`config.mk`:
```
export PLATFORM = sky130hd
export DESIGN_NAME = rbs_queue
export DESIGN_NICKNAME = d
export VERILOG_FILES = /design/src/sv/rbs_pkg.sv /design/src/sv/rbs_queue.sv
export SDC_FILE = /design/constraint.sdc
export NUM_CORES = 2
export LEC_CHECK = 0
export BUFFER_PORTS_ARGS = -buffer_cell sky130_fd_sc_hd__buf_2
export CORE_AREA = 2 2 626 628
export CTS_CLUSTER_SIZE = 20
export DETAILED_ROUTE_END_ITERATION = 10
export DIE_AREA = 0 0 628 630
export SETUP_SLACK_MARGIN = 0.1
export SYNTH_ARGS = -nofsm -noshare
export SYNTH_HDL_FRONTEND = slang
export SYNTH_SLANG_ARGS = --single-unit
```
`constraint.sdc`:
```
create_clock -name clock -period 38.2 [get_ports clock]
set_input_delay 7.64 -clock clock [delete_from_list [all_inputs] [get_ports clock]]
set_output_delay 7.64 -clock clock [all_outputs]
set_load 0.01 [all_outputs]
```
`src/sv/rbs_pkg.sv`:
```
`timescale 1ns / 1ps
// ---------------------------------------------------------------------------
// rbs_pkg
// Types, constants and arithmetic helpers of the ray/box slab test.
// ---------------------------------------------------------------------------
package rbs_pkg;

   localparam int FRAC_BITS = 16;
   localparam int QW        = 33;               // quotient bits produced
   localparam int NUM_W     = QW + FRAC_BITS;   // scaled numerator magnitude
   localparam int AXES      = 3;
   localparam int LANES     = 2 * AXES;
   localparam int QDEPTH    = 4;
   localparam int QPTR_W    = $clog2(QDEPTH);
   localparam int QCNT_W    = $clog2(QDEPTH + 1);

   localparam logic [31:0]   INT_MIN  = 32'h8000_0000;
   localparam logic [31:0]   INT_MAX  = 32'h7FFF_FFFF;
   localparam logic [15:0]   EPS_RST  = 16'd1;
   localparam logic [QW-1:0] NEG_LIM  = {{(QW - 32){1'b0}}, 32'h8000_0000};

   typedef struct packed {
      logic signed [31:0] box_min_x;
      logic signed [31:0] box_min_y;
      logic signed [31:0] box_min_z;
      logic signed [31:0] box_max_x;
      logic signed [31:0] box_max_y;
      logic signed [31:0] box_max_z;
      logic signed [31:0] origin_x;
      logic signed [31:0] origin_y;
      logic signed [31:0] origin_z;
      logic signed [31:0] dir_x;
      logic signed [31:0] dir_y;
      logic signed [31:0] dir_z;
   } req_type;

   typedef struct packed {
      logic               hit;
      logic signed [31:0] entry_distance;
   } rsp_type;

   // one divider lane: partial remainder, unconsumed numerator bits, quotient
   typedef struct packed {
      logic [31:0]   rem;
      logic [QW-1:0] low;
      logic [QW-1:0] quo;
      logic [31:0]   dvs;
      logic          neg;
      logic          ovf;
   } lane_type;

   // classified item; lane 2a is the lower bound of axis a, 2a+1 the upper
   typedef struct packed {
      lane_type [LANES-1:0] lane;
      logic [AXES-1:0]      par;
      logic                 pmiss;
   } cls_type;

   function automatic logic [31:0] mag32(input logic [31:0] v);
      logic [31:0] r;
      r = v[31] ? (~v + 32'd1) : v;
      return r;
   endfunction

   function automatic lane_type lane_prep(input logic [31:0] bound,
                                          input logic [31:0] org,
                                          input logic [31:0] dir);
      logic [32:0]          diff;
      logic [32:0]          dmag;
      logic [NUM_W-1:0]     num;
      logic [FRAC_BITS-1:0] high;
      lane_type             r;
      diff  = {bound[31], bound} - {org[31], org};
      dmag  = diff[32] ? (~diff + 33'd1) : diff;
      num   = {dmag, {FRAC_BITS{1'b0}}};
      high  = num[NUM_W-1:QW];
      r.rem = {{(32 - FRAC_BITS){1'b0}}, high};
      r.low = num[QW-1:0];
      r.quo = '0;
      r.dvs = mag32(dir);
      r.neg = diff[32] ^ dir[31];
      // quotient at least 2^QW: saturate without dividing
      r.ovf = (r.rem >= r.dvs);
      return r;
   endfunction

   function automatic lane_type lane_step(input lane_type x);
      logic [32:0] t;
      lane_type    r;
      r = x;
      t = {x.rem, x.low[QW-1]};
      if (t >= {1'b0, x.dvs}) begin
         t     = t - {1'b0, x.dvs};
         r.quo = {x.quo[QW-2:0], 1'b1};
      end else begin
         r.quo = {x.quo[QW-2:0], 1'b0};
      end
      r.rem = t[31:0];
      r.low = {x.low[QW-2:0], 1'b0};
      return r;
   endfunction

   function automatic cls_type cls_step(input cls_type x);
      cls_type r;
      r = x;
      for (int i = 0; i < LANES; i++) begin
         r.lane[i] = lane_step(x.lane[i]);
      end
      return r;
   endfunction

   function automatic logic [31:0] sat_q(input lane_type x);
      logic [31:0] r;
      if (x.neg) begin
         if (x.ovf || x.quo > NEG_LIM) r = INT_MIN;
         else                          r = ~x.quo[31:0] + 32'd1;
      end else begin
         if (x.ovf || x.quo[QW-1:31] != '0) r = INT_MAX;
         else                                r = x.quo[31:0];
      end
      return r;
   endfunction

endpackage

```
`src/sv/rbs_queue.sv`:
```
`timescale 1ns / 1ps
`default_nettype none
// ---------------------------------------------------------------------------
// rbs_queue
// Short queue of classified items between the front and the back.
// ---------------------------------------------------------------------------
module rbs_queue (
   input  wire logic             clock,
   input  wire logic             reset,
   input  wire logic             push,
   input  wire rbs_pkg::cls_type push_data,
   output logic                  full,
   input  wire logic             pop,
   output rbs_pkg::cls_type      pop_data,
   output logic                  empty
);

   rbs_pkg::cls_type mem_ff [rbs_pkg::QDEPTH];
   logic [rbs_pkg::QPTR_W-1:0] wr_ff, wr_in, rd_ff, rd_in;
   logic [rbs_pkg::QCNT_W-1:0] cnt_ff, cnt_in;
   logic                       do_push, do_pop;

   assign full     = (cnt_ff == rbs_pkg::QCNT_W'(rbs_pkg::QDEPTH));
   assign empty    = (cnt_ff == '0);
   assign do_push  = push & ~full;
   assign do_pop   = pop & ~empty;
   assign pop_data = mem_ff[rd_ff];

   assign wr_in  = do_push ? wr_ff + 1'b1 : wr_ff;
   assign rd_in  = do_pop ? rd_ff + 1'b1 : rd_ff;
   assign cnt_in = cnt_ff + rbs_pkg::QCNT_W'(do_push) - rbs_pkg::QCNT_W'(do_pop);

   always_ff @(posedge clock) begin
      if (reset) begin
         wr_ff  <= '0;
         rd_ff  <= '0;
         cnt_ff <= '0;
      end else begin
         wr_ff  <= wr_in;
         rd_ff  <= rd_in;
         cnt_ff <= cnt_in;
      end
   end

   always_ff @(posedge clock) begin
      if (do_push) begin
         mem_ff[wr_ff] <= push_data;
      end
   end

endmodule
`default_nettype wire

```
==> qor.yml <==
cells_and_area:
  nets: 6857
  drive_gt1_share_pct: 46.65
  stdcell_count: 11670
  area_growth_pct: 21.79
  nFillCells: 35450
cts:
  tritoncts: "yes"
  post_cts_buffers: 0
  cts.sinks: 3193
  clk_path_buf_depth: 4
  h-tree-depth: 5
  numCtsBuffers: 340
  cts_resized: 0
  clk_pin_slew_ns: 0.06
  root_buffer: "clkbuf_16"
  clkLatencyLatePin_ns: 0.93
  hold_buffers: 0
floorplanning:
  die_w_um: 628
  die_area_um2: 395600
  core-area_um2: 388200
  die_h_um: 630
  ios: 1598
  start_util_pct: 29.68
  rows: 229
synth:
  ys_top_cells_by_area: "edfxtp_1, mux4_2, buf_6"
  synth_top_family_by_area: "multiplexers"
  synth-adder-area-share_pct: 0.08251
  postSynthCellCount: 4209
  synth_top_area_share_pct: 82.97
  synth_cell_types: 25
  synth.yosys.warnings: 0
  synth_area_um2: 115200
  yosys.area.top_type: "edfxtp_1"
  postSynthAreaPerCell_um2: 27.38
  seq_area_frac_synth_pct: 83.12
  synth_compound_area_share_pct: 0.02389
  syn_nets: 5016
  ys_ff_latch: 3193
  synth-xor-area-share_pct: 0.02280
  yosys.area_share.simple_pct: 0.08143
  synthMuxAreaShare_pct: 15.56
critical_path:
  crit_chain: "buf_4, buf_4, buf_4, buf_4, buf_4, mux4_2, buf_2"
  worst_ep_arrival_time_ns: 6.67
  criticalPathCategory: "reg2out"
  cp-start-kind: "flip-flop"
  crit_top_cell: "buf_4"
  critPathSlowestCell: "buf_4"
  crit_fanout: 48
  r2r_slack_ns: 32.34
  end_kind: "output port"
  required_ns: 30.56
  cpPeakStageDelay_ns: 0.89
global_routing:
  grt-ovfl-total: 0
  grt_first_pass_wirelength_um: 462000
  grt_antenna_before_repair: 305
  grt_max_degree: 145
  grt_pass1_vias: 56460
  track_usage_pct: 16.60
sta:
  whs_ns: 0.5119
  tightestPinTransition_ns: 1.216
  worst_slack_ns: 23.89
  period_needed_ns: 14.31
  max_freq_ghz: 0.06989
  hold_violations: 0
  slew_headroom_pct: 18.93
  rsz0062_at_grt: "false"
  slew_viol_final: 0
  clock_skew_ns: 0.04584
  finalSetupViolations: 0
  finalCritPeriodShare_pct: 37.46
  tns_ns: 0
placement:
  portBuffers: 1597
  hpwlAfterDp_um: 237800
  pre_cts_slack_ns: 24.42
  routabilityCongestion: 0.8408
  dp_cells: 10910
job:
  cap_violations: 0
drt:
  vias: 55010
  viasPerCell: 4.714
  firstDrtPassIters: 8
  drt-total-wl_um: 339300
  drc: 0
  drtIter0Drc: 4767
  wl_per_cell_um: 29.08
  ant_nets: 0
pwr:
  p_sw_share_pct: 28.41
  power.density_nw_per_um2: 68.91
  p_sw_mw: 2.748
  pwr-share-comb_pct: 22.7
  p_total_mw: 9.672
  leakage_nw: 45.51
  power_frac_seq_pct: 44.3
  clock_power_share_pct: 33.1
  power.internal_mw: 6.925
  ir_drop_v: 0.00004726
status:
  status: "completed"
hold_path:
  holdCritPathClass: "reg2reg"
[cells in the final DEF, fill, tap and decap left out]
cell	synthesis	final
edfxtp_1	3184	3184
buf_2	91	1597
mux4_2	796	796
clkbuf_16	0	342
diode_2	0	160
clkinv_1	0	77
buf_4	21	73
clkbuf_1	14	62
clkinv_2	0	51
bufinv_16	0	26
clkinvlp_4	0	13
inv_6	0	11
inv_1	8	8
buf_12	0	8
dfxtp_1	9	7
ha_1	6	6
inv_16	0	6
clkinv_16	0	6
clkinv_8	0	5
nor2_1	4	4
and2_4	0	4
nor2b_1	2	2
o21ai_0	2	2
or3_1	2	2
a21oi_1	2	2
nand2b_1	2	2
xnor2_1	2	2
dfxtp_4	0	2
clkinv_4	0	2
inv_8	0	2
o31ai_1	1	1
nor3_1	1	1
nor3b_1	1	1
xor2_1	1	1
nand2_1	1	1
mux2i_1	1	1
fa_1	1	1
[power groups by stage]
stage	Clock (mW)	Combinational, mW	Sequential (mW)
CTS	3.28	2.27	4.29
detailed placement	0	2.26	4.36
global route	3.41	2.32	4.31
floorplan	0	1.28	4.62
finish	3.20	2.19	4.28
global placement	0	2.26	4.34
[cells by family after synthesis]
logic type / count (synthesis)
multiplexers: 797
buffers and inverters: 187
AND/OR/NAND/NOR: 17
flip-flops: 3193
adder cells (fa/ha/maj): 7
AO/OA/AOI/OAI: 5
XOR/XNOR: 3
[state kept, by name, indices dropped and copies added (netlist names), named ones only]
| name | count |
|---|---|
| cnt_ff | 3 |
| rd_ff | 2 |
| mem_ff | 3184 |
| wr_ff | 2 |
[area by class of cell]
cell class	instances	area [um^2]	area share (%)
Antenna cell	160	400.4	0.2853
Clock buffer	404	8791	6.263
Clock inverter	199	1941	1.383
Inverter	8	30.03	0.02139
Multi-Input combinational cell	829	18190	12.96
Sequential cell	3193	95800	68.26
Tap cell	5197	6502	4.633
Timing Repair Buffer	1678	8701	6.199
[Yosys cell counts]
| master | n |
|---|---|
| and2_1 | 4 |
| buf_4 | 21 |
| fa_1 | 1 |
| inv_1 | 8 |
| xor2_1 | 1 |
| clkbuf_1 | 14 |
| buf_6 | 50 |
| nor2b_1 | 2 |
| mux2i_1 | 1 |
| nand2b_1 | 2 |
| buf_2 | 91 |
| o21ai_0 | 2 |
| or3_1 | 2 |
| nor3b_1 | 1 |
| buf_1 | 3 |
| a21oi_1 | 2 |
| mux4_2 | 796 |
| ha_1 | 6 |
| nor3_1 | 1 |
| dfxtp_1 | 9 |
| nor2_1 | 4 |
| xnor2_1 | 2 |
| edfxtp_1 | 3184 |
| o31ai_1 | 1 |
| nand2_1 | 1 |
[layer usage]
layer / track usage, % / vias up / share of wire [%]
li1: - / 22380 / -
met3: 6.671 / 851 / 11
met2: 28.09 / 2422 / 50
met4: 7.732 / 132 / 4.9
met1: 18.21 / 29220 / 34
met5: 0 / - / 0.26
[final timing paths]
kind	startpoint	endpoint	cells past startpoint
setup / recovery	flip-flop	pop_data[738]	7
hold reg to reg	rd_ff[1]	flip-flop	2
setup reg to reg	cnt_ff[1]	mem_ff[3][576]	8
hold / removal	rd_ff[1]	flip-flop	2
[metrics by stage]
step / util, % / cell area [um^2]
3_5_place_dp: 33.28 / 129200
3_3_place_gp: 33.28 / 129200
5_1_grt: 36.08 / 140100
4_1_cts: 36.05 / 140000
6_report: 36.15 / 140400
2_1_floorplan: - / 115200
[critical path: cells and delay by family, from the launching register on]
kind	cells	cell delay, ns
flops	1	0.65
mux	1	0.63
buf+inv	6	4.22
Note: power is estimated with default switching activity, not from simulation.
