--- src/sv/rbs_pkg.sv ---
`timescale 1ns / 1ps
// ---------------------------------------------------------------------------
// rbs_pkg
// Types, constants and arithmetic helpers of the ray/box slab test.
// ---------------------------------------------------------------------------
package rbs_pkg;

   localparam int FRAC_BITS = 16;
   localparam int QW        = 33;               // quotient bits produced
   localparam int NUM_W     = QW + FRAC_BITS;   // scaled numerator magnitude
   localparam int AXES      = 3;
   localparam int LANES     = 2 * AXES;
   localparam int QDEPTH    = 4;
   localparam int QPTR_W    = $clog2(QDEPTH);
   localparam int QCNT_W    = $clog2(QDEPTH + 1);

   localparam logic [31:0]   INT_MIN  = 32'h8000_0000;
   localparam logic [31:0]   INT_MAX  = 32'h7FFF_FFFF;
   localparam logic [15:0]   EPS_RST  = 16'd1;
   localparam logic [QW-1:0] NEG_LIM  = {{(QW - 32){1'b0}}, 32'h8000_0000};

   typedef struct packed {
      logic signed [31:0] box_min_x;
      logic signed [31:0] box_min_y;
      logic signed [31:0] box_min_z;
      logic signed [31:0] box_max_x;
      logic signed [31:0] box_max_y;
      logic signed [31:0] box_max_z;
      logic signed [31:0] origin_x;
      logic signed [31:0] origin_y;
      logic signed [31:0] origin_z;
      logic signed [31:0] dir_x;
      logic signed [31:0] dir_y;
      logic signed [31:0] dir_z;
   } req_type;

   typedef struct packed {
      logic               hit;
      logic signed [31:0] entry_distance;
   } rsp_type;

   // one divider lane: partial remainder, unconsumed numerator bits, quotient
   typedef struct packed {
      logic [31:0]   rem;
      logic [QW-1:0] low;
      logic [QW-1:0] quo;
      logic [31:0]   dvs;
      logic          neg;
      logic          ovf;
   } lane_type;

   // classified item; lane 2a is the lower bound of axis a, 2a+1 the upper
   typedef struct packed {
      lane_type [LANES-1:0] lane;
      logic [AXES-1:0]      par;
      logic                 pmiss;
   } cls_type;

   function automatic logic [31:0] mag32(input logic [31:0] v);
      logic [31:0] r;
      r = v[31] ? (~v + 32'd1) : v;
      return r;
   endfunction

   function automatic lane_type lane_prep(input logic [31:0] bound,
                                          input logic [31:0] org,
                                          input logic [31:0] dir);
      logic [32:0]          diff;
      logic [32:0]          dmag;
      logic [NUM_W-1:0]     num;
      logic [FRAC_BITS-1:0] high;
      lane_type             r;
      diff  = {bound[31], bound} - {org[31], org};
      dmag  = diff[32] ? (~diff + 33'd1) : diff;
      num   = {dmag, {FRAC_BITS{1'b0}}};
      high  = num[NUM_W-1:QW];
      r.rem = {{(32 - FRAC_BITS){1'b0}}, high};
      r.low = num[QW-1:0];
      r.quo = '0;
      r.dvs = mag32(dir);
      r.neg = diff[32] ^ dir[31];
      // quotient at least 2^QW: saturate without dividing
      r.ovf = (r.rem >= r.dvs);
      return r;
   endfunction

   function automatic lane_type lane_step(input lane_type x);
      logic [32:0] t;
      lane_type    r;
      r = x;
      t = {x.rem, x.low[QW-1]};
      if (t >= {1'b0, x.dvs}) begin
         t     = t - {1'b0, x.dvs};
         r.quo = {x.quo[QW-2:0], 1'b1};
      end else begin
         r.quo = {x.quo[QW-2:0], 1'b0};
      end
      r.rem = t[31:0];
      r.low = {x.low[QW-2:0], 1'b0};
      return r;
   endfunction

   function automatic cls_type cls_step(input cls_type x);
      cls_type r;
      r = x;
      for (int i = 0; i < LANES; i++) begin
         r.lane[i] = lane_step(x.lane[i]);
      end
      return r;
   endfunction

   function automatic logic [31:0] sat_q(input lane_type x);
      logic [31:0] r;
      if (x.neg) begin
         if (x.ovf || x.quo > NEG_LIM) r = INT_MIN;
         else                          r = ~x.quo[31:0] + 32'd1;
      end else begin
         if (x.ovf || x.quo[QW-1:31] != '0) r = INT_MAX;
         else                                r = x.quo[31:0];
      end
      return r;
   endfunction

endpackage

--- src/sv/rbs_front.sv ---
`timescale 1ns / 1ps
`default_nettype none
// ---------------------------------------------------------------------------
// rbs_front
// Accepts transactions, holds the epsilon register and classifies each axis
// (parallel or not) and sets up the six divider lanes.
// ---------------------------------------------------------------------------
module rbs_front (
   input  wire logic            clock,
   input  wire logic            reset,
   input  wire logic            req_push,
   output logic                 req_full,
   input  wire rbs_pkg::req_type req_data,
   input  wire logic            csr_we,
   input  wire logic [15:0]     csr_wdata,
   output logic                 cls_push,
   output rbs_pkg::cls_type     cls_data,
   input  wire logic            cls_full
);

   logic [15:0]      eps_ff, eps_in;
   logic             vld_ff, vld_in;
   rbs_pkg::cls_type cls_ff, cls_in;
   logic             accept;

   logic [rbs_pkg::AXES-1:0][31:0] lo, hi, org, dir;

   assign req_full = vld_ff & cls_full;
   assign accept   = req_push & ~req_full;
   assign cls_push = vld_ff & ~cls_full;
   assign cls_data = cls_ff;

   assign eps_in = csr_we ? csr_wdata : eps_ff;
   assign vld_in = accept | (vld_ff & cls_full);

   always_comb begin
      lo  = {req_data.box_min_z, req_data.box_min_y, req_data.box_min_x};
      hi  = {req_data.box_max_z, req_data.box_max_y, req_data.box_max_x};
      org = {req_data.origin_z, req_data.origin_y, req_data.origin_x};
      dir = {req_data.dir_z, req_data.dir_y, req_data.dir_x};
      cls_in.pmiss = 1'b0;
      for (int a = 0; a < rbs_pkg::AXES; a++) begin
         cls_in.lane[2*a]     = rbs_pkg::lane_prep(lo[a], org[a], dir[a]);
         cls_in.lane[2*a + 1] = rbs_pkg::lane_prep(hi[a], org[a], dir[a]);
         cls_in.par[a] = (rbs_pkg::mag32(dir[a]) <= {16'd0, eps_ff});
         if (cls_in.par[a] &&
             (($signed(org[a]) < $signed(lo[a])) || ($signed(org[a]) > $signed(hi[a]))))
         begin
            cls_in.pmiss = 1'b1;
         end
      end
   end

   always_ff @(posedge clock) begin
      if (reset) begin
         eps_ff <= rbs_pkg::EPS_RST;
         vld_ff <= 1'b0;
      end else begin
         eps_ff <= eps_in;
         vld_ff <= vld_in;
      end
   end

   always_ff @(posedge clock) begin
      if (accept) begin
         cls_ff <= cls_in;
      end
   end

endmodule
`default_nettype wire

--- config.mk ---
export PLATFORM = sky130hd
export DESIGN_NAME = rbs_front
export DESIGN_NICKNAME = d
export VERILOG_FILES = /design/src/sv/rbs_pkg.sv /design/src/sv/rbs_front.sv
export SDC_FILE = /design/constraint.sdc
export NUM_CORES = 1
export LEC_CHECK = 0
export ABC_CLOCK_PERIOD_IN_PS = 20400
export BUFFER_PORTS_ARGS = -buffer_cell sky130_fd_sc_hd__buf_2
export CAP_MARGIN = 20
export CORE_AREA = 2 2 462 464
export DETAILED_ROUTE_END_ITERATION = 10
export DIE_AREA = 0 0 464 466
export PLACE_DENSITY = 0.46
export SETUP_SLACK_MARGIN = 0.5
export SLEW_MARGIN = 25
export SYNTH_ARGS = -nofsm -noshare
export SYNTH_HDL_FRONTEND = slang
export SYNTH_SLANG_ARGS = --single-unit
export TNS_END_PERCENT = 100
--- constraint.sdc ---
create_clock -name clock -period 20.4 [get_ports clock]
set_input_delay 4.08 -clock clock [delete_from_list [all_inputs] [get_ports clock]]
set_output_delay 4.08 -clock clock [all_outputs]
set_load 0.05 [all_outputs]
==> results by stage <==
CTS:
- The clock root buffer is sky130_fd_sc_hd__clkbuf_16.
- The H-tree generated during clock tree synthesis spans 2 levels.
- The total clock buffers created by CTS is 47.
- In this run the deepest clock path goes through 3 buffers.
- The clock sink total is between 300 and 400.
- The number of gates resized after CTS was 0.
- Clock-pin slew was measured on the worst setup and hold paths at 0.06 ns.
- TritonCTS built the clock tree.
- For this design, the CTS-stage hold fixing added 0 buffers.
- In this run the post-CTS setup repair buffer count came out at 0.
- The clock network latency to the later pin of the worst-skew pair is 0.66 ns.

Place:
- Once detailed placement completed, the half-perimeter wirelength came to about 150000 um.
- The number of cells in the design after placement is ~7700.
- The number of I/O port buffers is 812.
- The placed instances occupy a cell area of around 41000 um2.
- The routability congestion estimate is about 0.92.

Floorplan:
- The number of top-level pins is about 1200.
- The height of the die is around 470 um.
- The initialized floorplan defines about 170 standard-cell rows.
- For this configuration, the core starts out at a cell density of 17.2%.
- The die covers between 200000 and 250000 um2.
- In this run the standard cell core region covers around 210000 um2.
- The die span in x is roughly 460 um.

STA:
- The number of hold violations in the final report is 0.
- The final number of max-transition violations was 0.
- Setup violations remaining at the end of the flow were counted as 0.
- For the pin with the worst max-slew slack, the measured transition is 0.990 ns.
- Timing would allow up to 105 MHz.
- For the final routed database, the setup TNS stands at 0 ns.
- The final critical delay including setup and external delays is roughly 9.5 ns.
- The portion of the clock cycle consumed by the worst path in the final layout is 46.6%.
- In this run the tightest slew margin relative to its limit is about a third.
- Setup repair after global routing left no endpoint under its margin.
- The post-route clock skew is around 0.056 ns.

Global routing:
- For this run the aggregate overflow at the end of global routing stands at 0.
- Global routing used approximately 15% of the available tracks.
- The number of global-route vias before repair was approximately 31000.
- The maximum number of pins on one net before global-route repair is ~70.
- The global-route wire length before repair is around 230000 um.
- The number of antenna violations at the first check in global routing is between 60 and 70.

Cells and area:
- The area growth from synthesis to layout is 18.9%.
- The post-layout net count is roughly 5700.
- The library cell used most frequently in the layout, excluding fill and tap cells, is sky130_fd_sc_hd__buf_2.
- The final cell area excluding filler cells is 43100 um2.
- The finished layout holds around 8000 standard cells, fillers aside.
- The ratio of cells with drive above 1 in the final layout is approximately a fifth.
- Leaving out fill and tap cells, the most frequent cells in the layout are sky130_fd_sc_hd__buf_2, sky130_fd_sc_hd__conb_1, sky130_fd_sc_hd__ha_1, sky130_fd_sc_hd__a21oi_1, sky130_fd_sc_hd__edfxtp_1.

Route:
- The detailed-route wire length is approximately 170000 um.
- The number of iterations in the first detailed-routing pass is 8.
- The via density per instance is approximately 4.4.
- The first routing iteration left between 2000 and 3000 violations.
- Dividing the detail-routed wire length by the instance count gives around 22 um.
- The detailed router placed ~34000 vias in this run.
- In the routed design, unresolved DRC markers number 0.
- The remaining antenna violation count is 0.

Setup path:
- The maximum fanout along the worst path is 6.
- The type of element launching the critical path is a primary input.
- Data on the critical path is required at its endpoint by between 20 and 25 ns.
- The minimum setup slack among reg-to-reg paths is about 17 ns.
- The library cell contributing the largest single delay on the critical path is sky130_fd_sc_hd__a211oi_1.
- For this run, the slowest stage of the critical path takes 0.64 ns.
- STA puts the critical path data arrival time at approximately 9.9 ns.
- The dominant cell type by count on the critical path is sky130_fd_sc_hd__a21o_1.
- The endpoint class of the critical path is a flop.
- The type of the worst setup path is primary input to flop.

Logic synthesis:
- The sequential fraction of the synthesis area is a little over a quarter.
- The number of instances in the synthesized netlist is approximately 4200.
- Counting flops with a built-in enable in the synthesized netlist gives 310.
- The most used flip-flop cell after synthesis is sky130_fd_sc_hd__edfxtp_1.
- Each instance of the synthesized netlist takes up on average 8.54 um2.
- Yosys printed 0 warnings.
- The share of synthesized flip-flops with an asynchronous set or reset is 0%.
- The number of distinct standard cells referenced by the synthesized netlist is between 100 and 150.
- After synthesis the netlist holds a flip-flop and latch count of approximately 330.
- In this run the cell area of the synthesized design comes to about 36000 um2.

Power and ir drop:
- The total power per unit cell area is between 80 and 90 nW/um2.
- For this design the static power due to leakage is between 15 and 20 nW.
- IR analysis of the VDD net gives a maximum drop of 0.0590 mV.

Job:
- The number of violations of the max-capacitance limit is 0.

Outcome:
- The flow ran to the end, and the final reports show no timing, DRC or antenna violations.

Min path:
- The class of the tightest hold or removal check is flop to flop.
cell families after synthesis:
group                    share of synthesized area [%]
AND/OR/NAND/NOR                                   16.5
AO/OA/AOI/OAI                                     19.7
buffers and inverters                             14.1
XOR/XNOR                                          9.69
adder cells (fa/ha/maj)                           12.5
flip-flops                                        26.6
multiplexers                                     0.946
other                                           0.0104
final timing paths:
kind / start / endpoint / cells past startpoint
setup / recovery: req_data[224] / cls_data[400]$_DFFE_PP_ / 26
hold / removal: eps_ff[6]$_SDFFE_PP0P_ / eps_ff[6]$_SDFFE_PP0P_ / 2
hold reg to reg: eps_ff[6]$_SDFFE_PP0P_ / eps_ff[6]$_SDFFE_PP0P_ / 2
setup reg to reg: vld_ff$_SDFF_PP0_ / cls_data[494]$_DFFE_PP_ / 5
cells in the mapped netlist, types with 12 or more instances:
master | count | share of area (%)
sky130_fd_sc_hd__a211oi_1 | 31 | 0.64
sky130_fd_sc_hd__a21boi_0 | 19 | 0.39
sky130_fd_sc_hd__a21o_1 | 102 | 2.1
sky130_fd_sc_hd__a21oi_1 | 314 | 4.3
sky130_fd_sc_hd__a311oi_1 | 16 | 0.39
sky130_fd_sc_hd__a31oi_1 | 42 | 0.73
sky130_fd_sc_hd__and2_1 | 36 | 0.62
sky130_fd_sc_hd__and3_1 | 28 | 0.48
sky130_fd_sc_hd__and4_1 | 12 | 0.29
sky130_fd_sc_hd__buf_4 | 486 | 10
sky130_fd_sc_hd__clkbuf_1 | 116 | 1.2
sky130_fd_sc_hd__dfxtp_1 | 17 | 0.94
sky130_fd_sc_hd__edfxtp_1 | 310 | 26
sky130_fd_sc_hd__ha_1 | 351 | 12
sky130_fd_sc_hd__inv_1 | 253 | 2.6
sky130_fd_sc_hd__mux2i_1 | 23 | 0.64
sky130_fd_sc_hd__nand2_1 | 271 | 2.8
sky130_fd_sc_hd__nand2b_1 | 45 | 0.78
sky130_fd_sc_hd__nand3_1 | 69 | 0.95
sky130_fd_sc_hd__nand4_1 | 85 | 1.5
sky130_fd_sc_hd__nor2_1 | 263 | 2.7
sky130_fd_sc_hd__nor2b_1 | 53 | 0.92
sky130_fd_sc_hd__nor3_1 | 71 | 0.98
sky130_fd_sc_hd__nor3b_1 | 14 | 0.29
sky130_fd_sc_hd__nor4_1 | 34 | 0.59
sky130_fd_sc_hd__o211ai_1 | 37 | 0.77
sky130_fd_sc_hd__o21a_1 | 42 | 0.87
sky130_fd_sc_hd__o21ai_0 | 249 | 3.4
sky130_fd_sc_hd__o21bai_1 | 22 | 0.46
sky130_fd_sc_hd__o31a_1 | 15 | 0.36
sky130_fd_sc_hd__o31ai_1 | 53 | 1.1
sky130_fd_sc_hd__o41ai_1 | 23 | 0.56
sky130_fd_sc_hd__or2_2 | 28 | 0.48
sky130_fd_sc_hd__or3_1 | 49 | 0.85
sky130_fd_sc_hd__or4_1 | 28 | 0.58
sky130_fd_sc_hd__xnor2_1 | 288 | 7.0
sky130_fd_sc_hd__xor2_1 | 113 | 2.7
power breakdown:
part	internal [mW]	switching [mW]
clock network	0.485	0.353
logic	0.486	1.32
registers	0.878	0.0481
total	1.85	1.72
worst max-delay path, delay by kind of cell:
kind | cells | cell delay, ns
adders and majority gates | 3 | 0.85
buffers and inverters | 3 | 0.19
AOI/OAI and AO/OA | 17 | 4.34
and+or+nand+nor | 2 | 0.20
xor gates and xnor gates | 1 | 0.19
per-layer routing:
layer  routed length [um]  share of wire [%]  track usage [%]
met1                69900                 41             18.1
met4                 4790                2.8             4.14
met3                10100                5.9             2.35
met2                85400                 50             26.6
met5                  130              0.076                0
per-stage QoR:
stage	worst slack (ns)	power (mW)	util, %	hold slack [ns]
after floorplan	1.41	2.30	-	0.460
after global placement	10.05	2.75	19.6	0.476
after detailed placement	10.22	2.74	19.6	0.482
after CTS	10.91	3.61	20.3	0.500
after global routing	10.44	3.77	20.4	0.522
final	10.90	3.57	20.4	0.497
state kept, by name, indices dropped and copies added, names as in the netlist:
signal / cells
vld_ff: 1
cls_data: 310
eps_ff: 16
cell type report:
cell class | instances | area [um2]
Antenna cell | 26 | 65.1
Clock buffer | 54 | 1220
Clock inverter | 33 | 328
Fill cell | 23500 | 168000
Inverter | 253 | 950
Multi-Input combinational cell | 3435 | 23000
Sequential cell | 327 | 9650
Tap cell | 2821 | 3530
Timing Repair Buffer | 841 | 4300
Note: power is estimated with default switching activity, not from simulation.
